===== src/hdl/lrmp_pkg.sv =====
// Shared constants, state codes and address map for the recurrence matrix-power unit.
// No dependencies.
package lrmp_pkg;

  localparam int unsigned VALUE_BITS_DEF = 20;
  localparam int unsigned INDEX_BITS_DEF = 31;
  localparam int unsigned MODULUS_RESET  = 666013;

  // Scratch memory: banks of 9 matrix cells at 0, 9, 18; start terms at 27..29.
  localparam int unsigned MEM_DEPTH = 32;
  localparam int unsigned ADDR_W    = 5;
  localparam logic [ADDR_W-1:0] F_ADDR = ADDR_W'(27);

  typedef enum logic [3:0] {
    S_IDLE,
    S_CLR,
    S_RED,
    S_RED_W,
    S_SRD,
    S_SLD,
    S_LOOP,
    S_MRD,
    S_MLD,
    S_MWT,
    S_DONE
  } state_e;

  typedef enum logic [1:0] {
    MODE_ACC,
    MODE_SQR,
    MODE_DOT
  } mode_e;

  function automatic logic [ADDR_W-1:0] cell_addr(input logic [1:0] bank,
                                                  input logic [1:0] row,
                                                  input logic [1:0] col);
    cell_addr = ADDR_W'(bank) * ADDR_W'(9) + ADDR_W'(row) * ADDR_W'(3) + ADDR_W'(col);
  endfunction

endpackage


===== src/hdl/lrmp_mem.sv =====
// Scratch memory for matrix banks and start terms: one write port, two read ports,
// registered read data. Depends on lrmp_pkg.
module lrmp_mem #(
  parameter int unsigned VALUE_BITS = lrmp_pkg::VALUE_BITS_DEF
) (
  input  logic                          clk_i,
  input  logic                          we_i,
  input  logic [lrmp_pkg::ADDR_W-1:0]   waddr_i,
  input  logic [VALUE_BITS-1:0]         wdata_i,
  input  logic [lrmp_pkg::ADDR_W-1:0]   raddr_a_i,
  input  logic [lrmp_pkg::ADDR_W-1:0]   raddr_b_i,
  output logic [VALUE_BITS-1:0]         rdata_a_o,
  output logic [VALUE_BITS-1:0]         rdata_b_o
);
  import lrmp_pkg::*;

  logic [VALUE_BITS-1:0] mem [MEM_DEPTH];

  always_ff @(posedge clk_i) begin
    if (we_i) begin
      mem[waddr_i] <= wdata_i;
    end
    rdata_a_o <= mem[raddr_a_i];
    rdata_b_o <= mem[raddr_b_i];
  end

endmodule


===== src/hdl/lrmp_modmul.sv =====
// Bit-serial modular multiplier: (x * y) mod m, one bit of y per cycle, MSB first.
// Operand x must already be below m. Depends on lrmp_pkg.
module lrmp_modmul #(
  parameter int unsigned VALUE_BITS = lrmp_pkg::VALUE_BITS_DEF
) (
  input  logic                  clk_i,
  input  logic                  rst_ni,
  input  logic                  start_i,
  input  logic [VALUE_BITS-1:0] x_i,
  input  logic [VALUE_BITS-1:0] y_i,
  input  logic [VALUE_BITS-1:0] m_i,
  output logic                  busy_o,
  output logic                  done_o,
  output logic [VALUE_BITS-1:0] p_o
);
  import lrmp_pkg::*;

  localparam int unsigned CNT_W = $clog2(VALUE_BITS + 1);

  logic [VALUE_BITS-1:0] r_q, r_d, x_q, y_q, y_d;
  logic [CNT_W-1:0]      cnt_q, cnt_d;
  logic                  busy_q, busy_d, done_q, done_d;
  logic [VALUE_BITS:0]   dbl, dbl_red, sum;

  always_comb begin
    dbl     = {r_q, 1'b0};
    dbl_red = (dbl >= {1'b0, m_i}) ? dbl - {1'b0, m_i} : dbl;
    sum     = dbl_red + {1'b0, x_q};
    if (y_q[VALUE_BITS-1]) begin
      sum = (sum >= {1'b0, m_i}) ? sum - {1'b0, m_i} : sum;
    end else begin
      sum = dbl_red;
    end
    r_d    = r_q;
    y_d    = y_q;
    cnt_d  = cnt_q;
    busy_d = busy_q;
    done_d = 1'b0;
    if (start_i) begin
      r_d    = '0;
      y_d    = y_i;
      cnt_d  = CNT_W'(VALUE_BITS);
      busy_d = 1'b1;
    end else if (busy_q) begin
      r_d   = sum[VALUE_BITS-1:0];
      y_d   = {y_q[VALUE_BITS-2:0], 1'b0};
      cnt_d = cnt_q - CNT_W'(1);
      if (cnt_q == CNT_W'(1)) begin
        busy_d = 1'b0;
        done_d = 1'b1;
      end
    end
  end

  always_ff @(posedge clk_i or negedge rst_ni) begin
    if (!rst_ni) begin
      busy_q <= 1'b0;
      done_q <= 1'b0;
      cnt_q  <= '0;
    end else begin
      busy_q <= busy_d;
      done_q <= done_d;
      cnt_q  <= cnt_d;
    end
  end

  always_ff @(posedge clk_i) begin
    r_q <= r_d;
    y_q <= y_d;
    if (start_i) begin
      x_q <= x_i;
    end
  end

  assign busy_o = busy_q;
  assign done_o = done_q;
  assign p_o    = r_q;

endmodule


===== src/hdl/linear_recurrence_matrix_power_mod_unit.sv =====
// Work per item: P = popcount(n-2) + bitlen(n-2) - 1 matrix products (none for n = 2), each
// multiply-accumulate going through the single bit-serial modular multiplier.
// One item at a time; the next item is taken the cycle after the result is loaded, also
// while that result still waits on the output register.
// Reset: async active-low, modulus returns to 666013, control idle, memory not cleared.
module linear_recurrence_matrix_power_mod_unit #(
  parameter int unsigned VALUE_BITS = lrmp_pkg::VALUE_BITS_DEF,
  parameter int unsigned INDEX_BITS = lrmp_pkg::INDEX_BITS_DEF,
  localparam int unsigned IN_W  = ((6 * VALUE_BITS + INDEX_BITS + 7) / 8) * 8,
  localparam int unsigned OUT_W = ((VALUE_BITS + 7) / 8) * 8
) (
  input  logic                  clk_i,
  input  logic                  rst_ni,
  input  logic                  cfg_valid_i,
  output logic                  cfg_ready_o,
  input  logic [VALUE_BITS-1:0] cfg_data_i,   // modulus
  input  logic                  s_axis_tvalid,
  output logic                  s_axis_tready,
  // term_zero, term_one, term_two, coef_a, coef_b, coef_c, term_index
  input  logic [IN_W-1:0]       s_axis_tdata,
  output logic                  m_axis_tvalid,
  input  logic                  m_axis_tready,
  output logic [OUT_W-1:0]      m_axis_tdata  // term_value
);
  import lrmp_pkg::*;

  state_e state_q, state_d;
  mode_e  mode_q, mode_d;

  logic [VALUE_BITS-1:0] mod_q, m_eff, one_v;
  logic [VALUE_BITS-1:0] vals_q [6];
  logic [INDEX_BITS-1:0] n_q, e_q, e_d;
  logic [1:0]  abank_q, abank_d, bbank_q, bbank_d, fbank;
  logic [1:0]  i_q, i_d, j_q, j_d, k_q, k_d;
  logic [4:0]  clr_q, clr_d;
  logic [2:0]  red_q, red_d;
  logic [VALUE_BITS-1:0] racc_q, racc_d, res_q, res_d, out_q;
  logic        out_valid_q;
  logic        out_load;
  logic [VALUE_BITS:0] acc_sum;

  logic                  we;
  logic [ADDR_W-1:0]     waddr, raddr_a, raddr_b;
  logic [VALUE_BITS-1:0] wdata, rdata_a, rdata_b;

  logic                  mm_start, mm_busy, mm_done;
  logic [VALUE_BITS-1:0] mm_x, mm_y, mm_p;

  assign m_eff = (mod_q == '0) ? VALUE_BITS'(1) : mod_q;
  assign one_v = (mod_q <= VALUE_BITS'(1)) ? '0 : VALUE_BITS'(1);
  assign fbank = 2'd3 - abank_q - bbank_q;

  assign cfg_ready_o   = 1'b1;
  assign s_axis_tready = (state_q == S_IDLE);
  assign m_axis_tvalid = out_valid_q;
  assign m_axis_tdata  = OUT_W'(out_q);

  lrmp_mem #(.VALUE_BITS(VALUE_BITS)) u_mem (
    .clk_i     (clk_i),
    .we_i      (we),
    .waddr_i   (waddr),
    .wdata_i   (wdata),
    .raddr_a_i (raddr_a),
    .raddr_b_i (raddr_b),
    .rdata_a_o (rdata_a),
    .rdata_b_o (rdata_b)
  );

  lrmp_modmul #(.VALUE_BITS(VALUE_BITS)) u_mul (
    .clk_i   (clk_i),
    .rst_ni  (rst_ni),
    .start_i (mm_start),
    .x_i     (mm_x),
    .y_i     (mm_y),
    .m_i     (m_eff),
    .busy_o  (mm_busy),
    .done_o  (mm_done),
    .p_o     (mm_p)
  );

  always_comb begin
    state_d  = state_q;
    mode_d   = mode_q;
    e_d      = e_q;
    abank_d  = abank_q;
    bbank_d  = bbank_q;
    i_d      = i_q;
    j_d      = j_q;
    k_d      = k_q;
    clr_d    = clr_q;
    red_d    = red_q;
    racc_d   = racc_q;
    res_d    = res_q;
    out_load = 1'b0;
    we       = 1'b0;
    waddr    = '0;
    wdata    = '0;
    raddr_a  = '0;
    raddr_b  = '0;
    mm_start = 1'b0;
    mm_x     = rdata_a;
    mm_y     = rdata_b;
    acc_sum  = {1'b0, racc_q} + {1'b0, mm_p};
    if (acc_sum >= {1'b0, m_eff}) begin
      acc_sum = acc_sum - {1'b0, m_eff};
    end

    case (state_q)
      S_IDLE: begin
        if (s_axis_tvalid) begin
          clr_d   = '0;
          abank_d = 2'd1;
          bbank_d = 2'd0;
          state_d = S_CLR;
        end
      end
      // constant cells of base (bank 0) and identity (bank 1)
      S_CLR: begin
        we    = 1'b1;
        waddr = ADDR_W'(clr_q);
        if (clr_q == 5'd3 || clr_q == 5'd7 || clr_q == 5'd9 || clr_q == 5'd13 ||
            clr_q == 5'd17) begin
          wdata = one_v;
        end
        clr_d = clr_q + 5'd1;
        if (clr_q == 5'd17) begin
          red_d   = '0;
          state_d = S_RED;
        end
      end
      // reduce f0, f1, f2, a, b, c as 1 * v mod m
      S_RED: begin
        mm_start = 1'b1;
        mm_x     = one_v;
        mm_y     = vals_q[red_q];
        state_d  = S_RED_W;
      end
      S_RED_W: begin
        if (mm_done) begin
          we    = 1'b1;
          wdata = mm_p;
          waddr = (red_q < 3'd3) ? F_ADDR + ADDR_W'(red_q) : ADDR_W'(red_q - 3'd3);
          red_d = red_q + 3'd1;
          if (red_q != 3'd5) begin
            state_d = S_RED;
          end else if (n_q < INDEX_BITS'(2)) begin
            state_d = S_SRD;
          end else begin
            e_d     = n_q - INDEX_BITS'(2);
            state_d = S_LOOP;
          end
        end
      end
      S_SRD: begin
        raddr_b = F_ADDR + ADDR_W'(n_q[0]);
        state_d = S_SLD;
      end
      S_SLD: begin
        res_d   = rdata_b;
        state_d = S_DONE;
      end
      S_LOOP: begin
        i_d    = '0;
        j_d    = '0;
        k_d    = '0;
        racc_d = '0;
        if (e_q == '0) begin
          mode_d = MODE_DOT;
        end else if (e_q[0]) begin
          mode_d = MODE_ACC;
        end else begin
          mode_d = MODE_SQR;
        end
        state_d = S_MRD;
      end
      S_MRD: begin
        case (mode_q)
          MODE_ACC: begin
            raddr_a = cell_addr(abank_q, i_q, k_q);
            raddr_b = cell_addr(bbank_q, k_q, j_q);
          end
          MODE_SQR: begin
            raddr_a = cell_addr(bbank_q, i_q, k_q);
            raddr_b = cell_addr(bbank_q, k_q, j_q);
          end
          default: begin
            raddr_a = cell_addr(abank_q, 2'd0, k_q);
            raddr_b = F_ADDR + ADDR_W'(2'd2 - k_q);
          end
        endcase
        state_d = S_MLD;
      end
      S_MLD: begin
        mm_start = 1'b1;
        state_d  = S_MWT;
      end
      S_MWT: begin
        if (mm_done) begin
          racc_d  = acc_sum[VALUE_BITS-1:0];
          state_d = S_MRD;
          k_d     = k_q + 2'd1;
          if (k_q == 2'd2) begin
            k_d    = '0;
            racc_d = '0;
            if (mode_q == MODE_DOT) begin
              res_d   = acc_sum[VALUE_BITS-1:0];
              state_d = S_DONE;
            end else begin
              we    = 1'b1;
              waddr = cell_addr(fbank, i_q, j_q);
              wdata = acc_sum[VALUE_BITS-1:0];
              j_d   = j_q + 2'd1;
              if (j_q == 2'd2) begin
                j_d = '0;
                i_d = i_q + 2'd1;
                if (i_q == 2'd2) begin
                  state_d = S_LOOP;
                  if (mode_q == MODE_ACC) begin
                    abank_d = fbank;
                    if (e_q == INDEX_BITS'(1)) begin
                      e_d = '0;
                    end else begin
                      e_d = {e_q[INDEX_BITS-1:1], 1'b0};
                    end
                  end else begin
                    bbank_d = fbank;
                    e_d     = e_q >> 1;
                  end
                end
              end
            end
          end
        end
      end
      S_DONE: begin
        if (!out_valid_q || m_axis_tready) begin
          out_load = 1'b1;
          state_d  = S_IDLE;
        end
      end
      default: state_d = S_IDLE;
    endcase
  end

  always_ff @(posedge clk_i or negedge rst_ni) begin
    if (!rst_ni) begin
      state_q     <= S_IDLE;
      mode_q      <= MODE_DOT;
      mod_q       <= VALUE_BITS'(MODULUS_RESET);
      out_valid_q <= 1'b0;
      e_q         <= '0;
      abank_q     <= 2'd1;
      bbank_q     <= 2'd0;
      i_q         <= '0;
      j_q         <= '0;
      k_q         <= '0;
      clr_q       <= '0;
      red_q       <= '0;
    end else begin
      state_q <= state_d;
      mode_q  <= mode_d;
      e_q     <= e_d;
      abank_q <= abank_d;
      bbank_q <= bbank_d;
      i_q     <= i_d;
      j_q     <= j_d;
      k_q     <= k_d;
      clr_q   <= clr_d;
      red_q   <= red_d;
      if (cfg_valid_i) begin
        mod_q <= cfg_data_i;
      end
      if (out_load) begin
        out_valid_q <= 1'b1;
      end else if (m_axis_tready) begin
        out_valid_q <= 1'b0;
      end
    end
  end

  always_ff @(posedge clk_i) begin
    racc_q <= racc_d;
    res_q  <= res_d;
    if (out_load) begin
      out_q <= res_q;
    end
    if (s_axis_tvalid && s_axis_tready) begin
      for (int f = 0; f < 6; f++) begin
        vals_q[f] <= s_axis_tdata[f*VALUE_BITS +: VALUE_BITS];
      end
      n_q <= s_axis_tdata[6*VALUE_BITS +: INDEX_BITS];
    end
  end

  // the multiplier is only started when idle
  a_mm_start: assert property (@(posedge clk_i) disable iff (!rst_ni)
    mm_start |-> !mm_busy) else $error("multiplier restarted while busy");

  // product results never land in a bank being read
  a_wr_bank: assert property (@(posedge clk_i) disable iff (!rst_ni)
    (we && state_q == S_MWT) |-> (fbank != abank_q && fbank != bbank_q && fbank != 2'd3))
    else $error("product written over a live bank");

  // a new result is always reduced below the modulus
  a_res_range: assert property (@(posedge clk_i) disable iff (!rst_ni)
    out_load |=> out_q < m_eff) else $error("result not reduced");

endmodule


===== config.mk =====
export PLATFORM = sky130hd
export DESIGN_NAME = linear_recurrence_matrix_power_mod_unit
export DESIGN_NICKNAME = d
export VERILOG_FILES = /design/src/hdl/lrmp_pkg.sv /design/src/hdl/lrmp_mem.sv /design/src/hdl/lrmp_modmul.sv /design/src/hdl/linear_recurrence_matrix_power_mod_unit.sv
export SDC_FILE = /design/constraint.sdc
export NUM_CORES = 2
export LEC_CHECK = 0
export BUFFER_PORTS_ARGS = -buffer_cell sky130_fd_sc_hd__clkbuf_2
export CORE_UTILIZATION = 55
export CTS_BUF_LIST = sky130_fd_sc_hd__clkbuf_4
export DETAILED_ROUTE_END_ITERATION = 7
export GPL_ROUTABILITY_DRIVEN = 0
export PLACE_DENSITY_LB_ADDON = 0.15
export SLEW_MARGIN = 20
export SYNTH_ARGS = -nofsm -noshare
export SYNTH_HDL_FRONTEND = slang
export SYNTH_SLANG_ARGS = --single-unit

===== constraint.sdc =====
create_clock -name clk_i -period 8.1 [get_ports clk_i]
set_input_delay 0.405 -clock clk_i [delete_from_list [all_inputs] [get_ports clk_i]]
set_output_delay 0.405 -clock clk_i [all_outputs]
set_load 0.02 [all_outputs]

==> results.toml <==
[routing]
firstDrtPassIters = 7
vias = 44500
routedWlPerCell_um = 26.1
postRouteAntennaNets = 0
wl_met3_um = 21500
drc = 0
wirelength_um = 179000
wl_met2_um = 82200
first_iter_violations = 6927
m1WireLength_um = 66300
via_per_inst = 6.48
highest_layer = "met5"

[power_and_ir_drop]
power_switching_mw = 7.71
leakagePower_nw = 22.5
seqPwrFrac_pct = 29.6
intPower_mw = 12.6
pwr_density_cell_mw_per_mm2 = 321
irDropWorstVdd_uv = 632
sw_frac_of_total_pct = 38.0
combPwrFrac_pct = 46.7
power.share.clock_pct = 23.6

[layout]
synthToLayoutAreaGrowth_pct = 19.7
final-seq-area_mm2 = 0.0301
layout.nets = 5741
drive_gt1_share_pct = 17.4
fin_area_mm2 = 0.0633
multi_input_area_mm2 = 0.0217
fill_cells = 7099

[clock_tree]
cts_buffers = 295
clk_pin_slew_worst_paths_ps = 80
h-tree-depth = 5
clock_sinks = 1034
clockBufferDepth = 4
clk_latency_ps = 1200
cts_tree = "done"
ctsRootBufferMaster = "clkbuf_4"

[critical_path]
critPathTopFamily = "compound AO/OA/AOI/OAI gates"
cp.arrival_ps = 8570
cpMostUsedCell = "a21oi_1"
critPathMaxStageDelay_ps = 550
critical_path_class = "register to register"
regToRegSetupSlack_ps = 490
timing.rr.start = "mod_q[3]$_DFFE_PN1P_"
reg2regPathDepth = 30
path_buf_inv = 3
rr_endpoint = "u_mul.p_o[7]$_SDFFE_PN0P_"
cp_slowest_cell = "dfstp_2"
cp-end-kind = "register"
worstPathRequired_ps = 9070
worstPathMaxFanout = 27
start_kind = "register"

[placed_design]
placed_area_mm2 = 0.0558
hpwl_um = 98500
io_buffer_count = 197

[synthesis]
synth_ff_type = "edfxtp_1"
synth-edff-count = 891
synthCells = 4753
synth_area_mm2 = 0.0529
yosysSeqAreaShare_pct = 56.8
async_flop_share_pct = 8.03
yosys_warnings = 0
synth_seq_cells = 1034
syn_area_per_cell_um2 = 11.1
synth_cell_type_count = 84

[sta]
finalSetupTns_ps = 0
tightest_slew_ps = 1470
finalMaxSlewViolations = 0
hold_viol = 0
min_period_over_period_pct = 93.9
relSlewSlack_pct = 2.25
fin_skew_ps = 135
fmax_mhz = 131
rsz0062_at_grt = "false"
finalSetupViolCount = 0
finalCriticalPeriod_ps = 7610

[floorplanning]
ios = 204
core_area_mm2 = 0.0952
initial_core_util_pct = 55.6
dieArea_mm2 = 0.0974
rows = 113
die_h_um = 312
die_w_um = 312

[hold_path]
min_path_type = "input port to register"
whs_endpoint = "mod_q[8]$_DFFE_PN1P_"
hold_depth = 2
min_from = "cfg_valid_i"

[global_routing]
grt.overflow.total = 0
grt_pass1_wl_um = 263000
grt_pass1_vias = 43400
antenna_found_initial = 11
grt_max_degree = 173
grt_usage_pct = 36.1

[run_status]
outcome = "complete, no violations"

[flow_run]
drv_cap = 0
synth_stat cells (all sizes together) (4+ instances only):
| master | n | share of area, % |
|---|---|---|
| inv | 90 | 0.64 |
| nand2b | 17 | 0.20 |
| nor3 | 41 | 0.41 |
| a22o | 8 | 0.13 |
| dfstp | 12 | 0.60 |
| o31a | 8 | 0.13 |
| nand4 | 18 | 0.21 |
| o31ai | 11 | 0.17 |
| nor2 | 506 | 3.6 |
| a22oi | 6 | 0.085 |
| dfrtp | 71 | 3.4 |
| mux2i | 217 | 4.1 |
| a31o | 6 | 0.099 |
| clkbuf | 283 | 2.0 |
| nor3b | 4 | 0.057 |
| a211oi | 324 | 4.6 |
| a21oi | 292 | 2.8 |
| o21a | 37 | 0.53 |
| fa | 17 | 0.64 |
| o21ai | 255 | 2.6 |
| mux4 | 20 | 0.85 |
| xnor2 | 79 | 1.3 |
| o21bai | 10 | 0.14 |
| and2 | 6 | 0.071 |
| and3 | 11 | 0.13 |
| a21o | 74 | 1.1 |
| a31oi | 82 | 0.97 |
| nand2 | 534 | 3.8 |
| a311oi | 120 | 2.0 |
| nand3b | 6 | 0.085 |
| nor4 | 17 | 0.23 |
| buf | 53 | 0.56 |
| or3 | 19 | 0.23 |
| edfxtp | 891 | 51 |
| or4 | 9 | 0.13 |
| nand3 | 28 | 0.26 |
| mux2 | 21 | 0.45 |
| xor2 | 42 | 0.70 |
| nor2b | 39 | 0.46 |
| or2 | 5 | 0.059 |
| o22ai | 177 | 2.1 |
| dfxtp | 60 | 2.3 |
| o211ai | 45 | 0.64 |
| ha | 139 | 3.3 |
power by group through the flow:
| stage | combinational (mW) | clock [mW] | sequential, mW |
|---|---|---|---|
| 2_1_floorplan | 6.69 | 0 | 6.12 |
| 3_3_place_gp | 8.86 | 0 | 6.13 |
| 3_5_place_dp | 9.01 | 0 | 6.13 |
| 4_1_cts | 9.20 | 4.78 | 6.02 |
| 5_1_grt | 10.3 | 5.12 | 6.02 |
| 6_report | 9.49 | 4.80 | 6.02 |
state kept, by name (all words and copies together) (netlist names), 20 cells and up:
register,flops
u_mem.rdata_a_o,20
vals_q,120
u_mem.rdata_b_o,20
mod_q,20
e_q,31
racc_q,20
res_q,20
out_q,20
u_mul.y_q,20
u_mem.mem,640
u_mul.p_o,20
n_q,31
u_mul.x_q,20
cells in the final DEF (no fill, tap or decap), types with 69 or more instances in the layout:
cell	netlist	routed
nor2_1	506	466
ha_1	139	139
o21ai_0	224	202
mux2i_1	216	216
a311oi_1	120	120
clkbuf_2	0	196
a211oi_1	324	323
o22ai_1	177	176
inv_1	90	90
a21oi_1	292	290
a21o_1	74	73
dfrtp_1	71	69
a31oi_1	82	81
xnor2_1	79	79
nand2_1	533	527
clkbuf_4	0	442
edfxtp_1	891	891
buf_4	6	103
dlygate4sd3_1	0	362
worst reg2reg max path: cells and delay by family, from the launching register on:
family / cells / cell delay (ps)
muxes: 3 / 800
buffers and inverters: 3 / 490
adders and majority gates: 3 / 1020
AOI/OAI and AO/OA: 12 / 2410
and+or+nand+nor: 8 / 2000
DFF: 1 / 550
xor gates and xnor gates: 1 / 200
cells by family (layout without fill, tap and decap cells):
kind of cell,Yosys count,count (layout),synth area share (%)
AND/OR/NAND/NOR,1269,1269,10.1
flip-flops,1034,1034,56.8
buffers and inverters,427,1274,3.21
AO/OA/AOI/OAI,1486,1486,18.5
XOR/XNOR,121,121,2.00
multiplexers,258,258,5.43
adder cells (fa/ha/maj),156,156,3.93
other,2,9,0.0142
metal layers:
layer	up-vias	track usage (%)
li1	19600	-
met1	21200	46.8
met4	8	19.7
met2	3111	55.7
met3	622	9.25
met5	-	0
through the flow:
stage / utilization, % / std cells / power (mW) / hold WS [ps] / setup WS (ps)
after floorplan: - / 4756 / 12.8 / 109 / 1200
after global placement: 58.5 / 5995 / 15.0 / 316 / 122
after detailed placement: 58.6 / 6002 / 15.1 / 313 / 129
after CTS: 66.2 / 6857 / 20.0 / 5.31 / 41.0
after global routing: 66.5 / 6871 / 21.4 / 123 / 96.4
final: 66.5 / 6872 / 20.3 / 140 / 495
how the worst max path moves through the flow:
stage | from | endpoint | slack [ps] | cells after the start
finish | mod_q[3]$_DFFE_PN1P_ | u_mul.p_o[7]$_SDFFE_PN0P_ | 490 | 30
detailed placement | mod_q[1]$_DFFE_PN0P_ | u_mul.p_o[7]$_SDFFE_PN0P_ | 130 | 32
global route | mod_q[1]$_DFFE_PN0P_ | u_mul.p_o[6]$_SDFFE_PN0P_ | 100 | 36
global placement | mod_q[8]$_DFFE_PN1P_ | u_mul.p_o[7]$_SDFFE_PN0P_ | 120 | 32
floorplan | mod_q[2]$_DFFE_PN1P_ | u_mul.p_o[0]$_SDFFE_PN0P_ | 1200 | 30
CTS | mod_q[1]$_DFFE_PN0P_ | u_mul.p_o[7]$_SDFFE_PN0P_ | 40 | 32
area by class of cell:
type                    instances  area share (%)
diodes                          4          0.0158
clock buffers                 442            5.24
clock inverters                50           0.407
inverters                      91           0.540
multi-input cells            3295            34.3
flip-flops and latches       1034            47.5
well taps                    1265            2.50
repair buffers                691            9.48
timing repair:
item / 4_1_cts / 5_1_grt
setup buffers: 0 / 1
endpoints found under the hold margin: 283 / 0
hold buffers: 363 / 0
setup endpoints to repair: 0 / 19
resized for setup: 0 / 9
(Power assumes the default switching activity.)
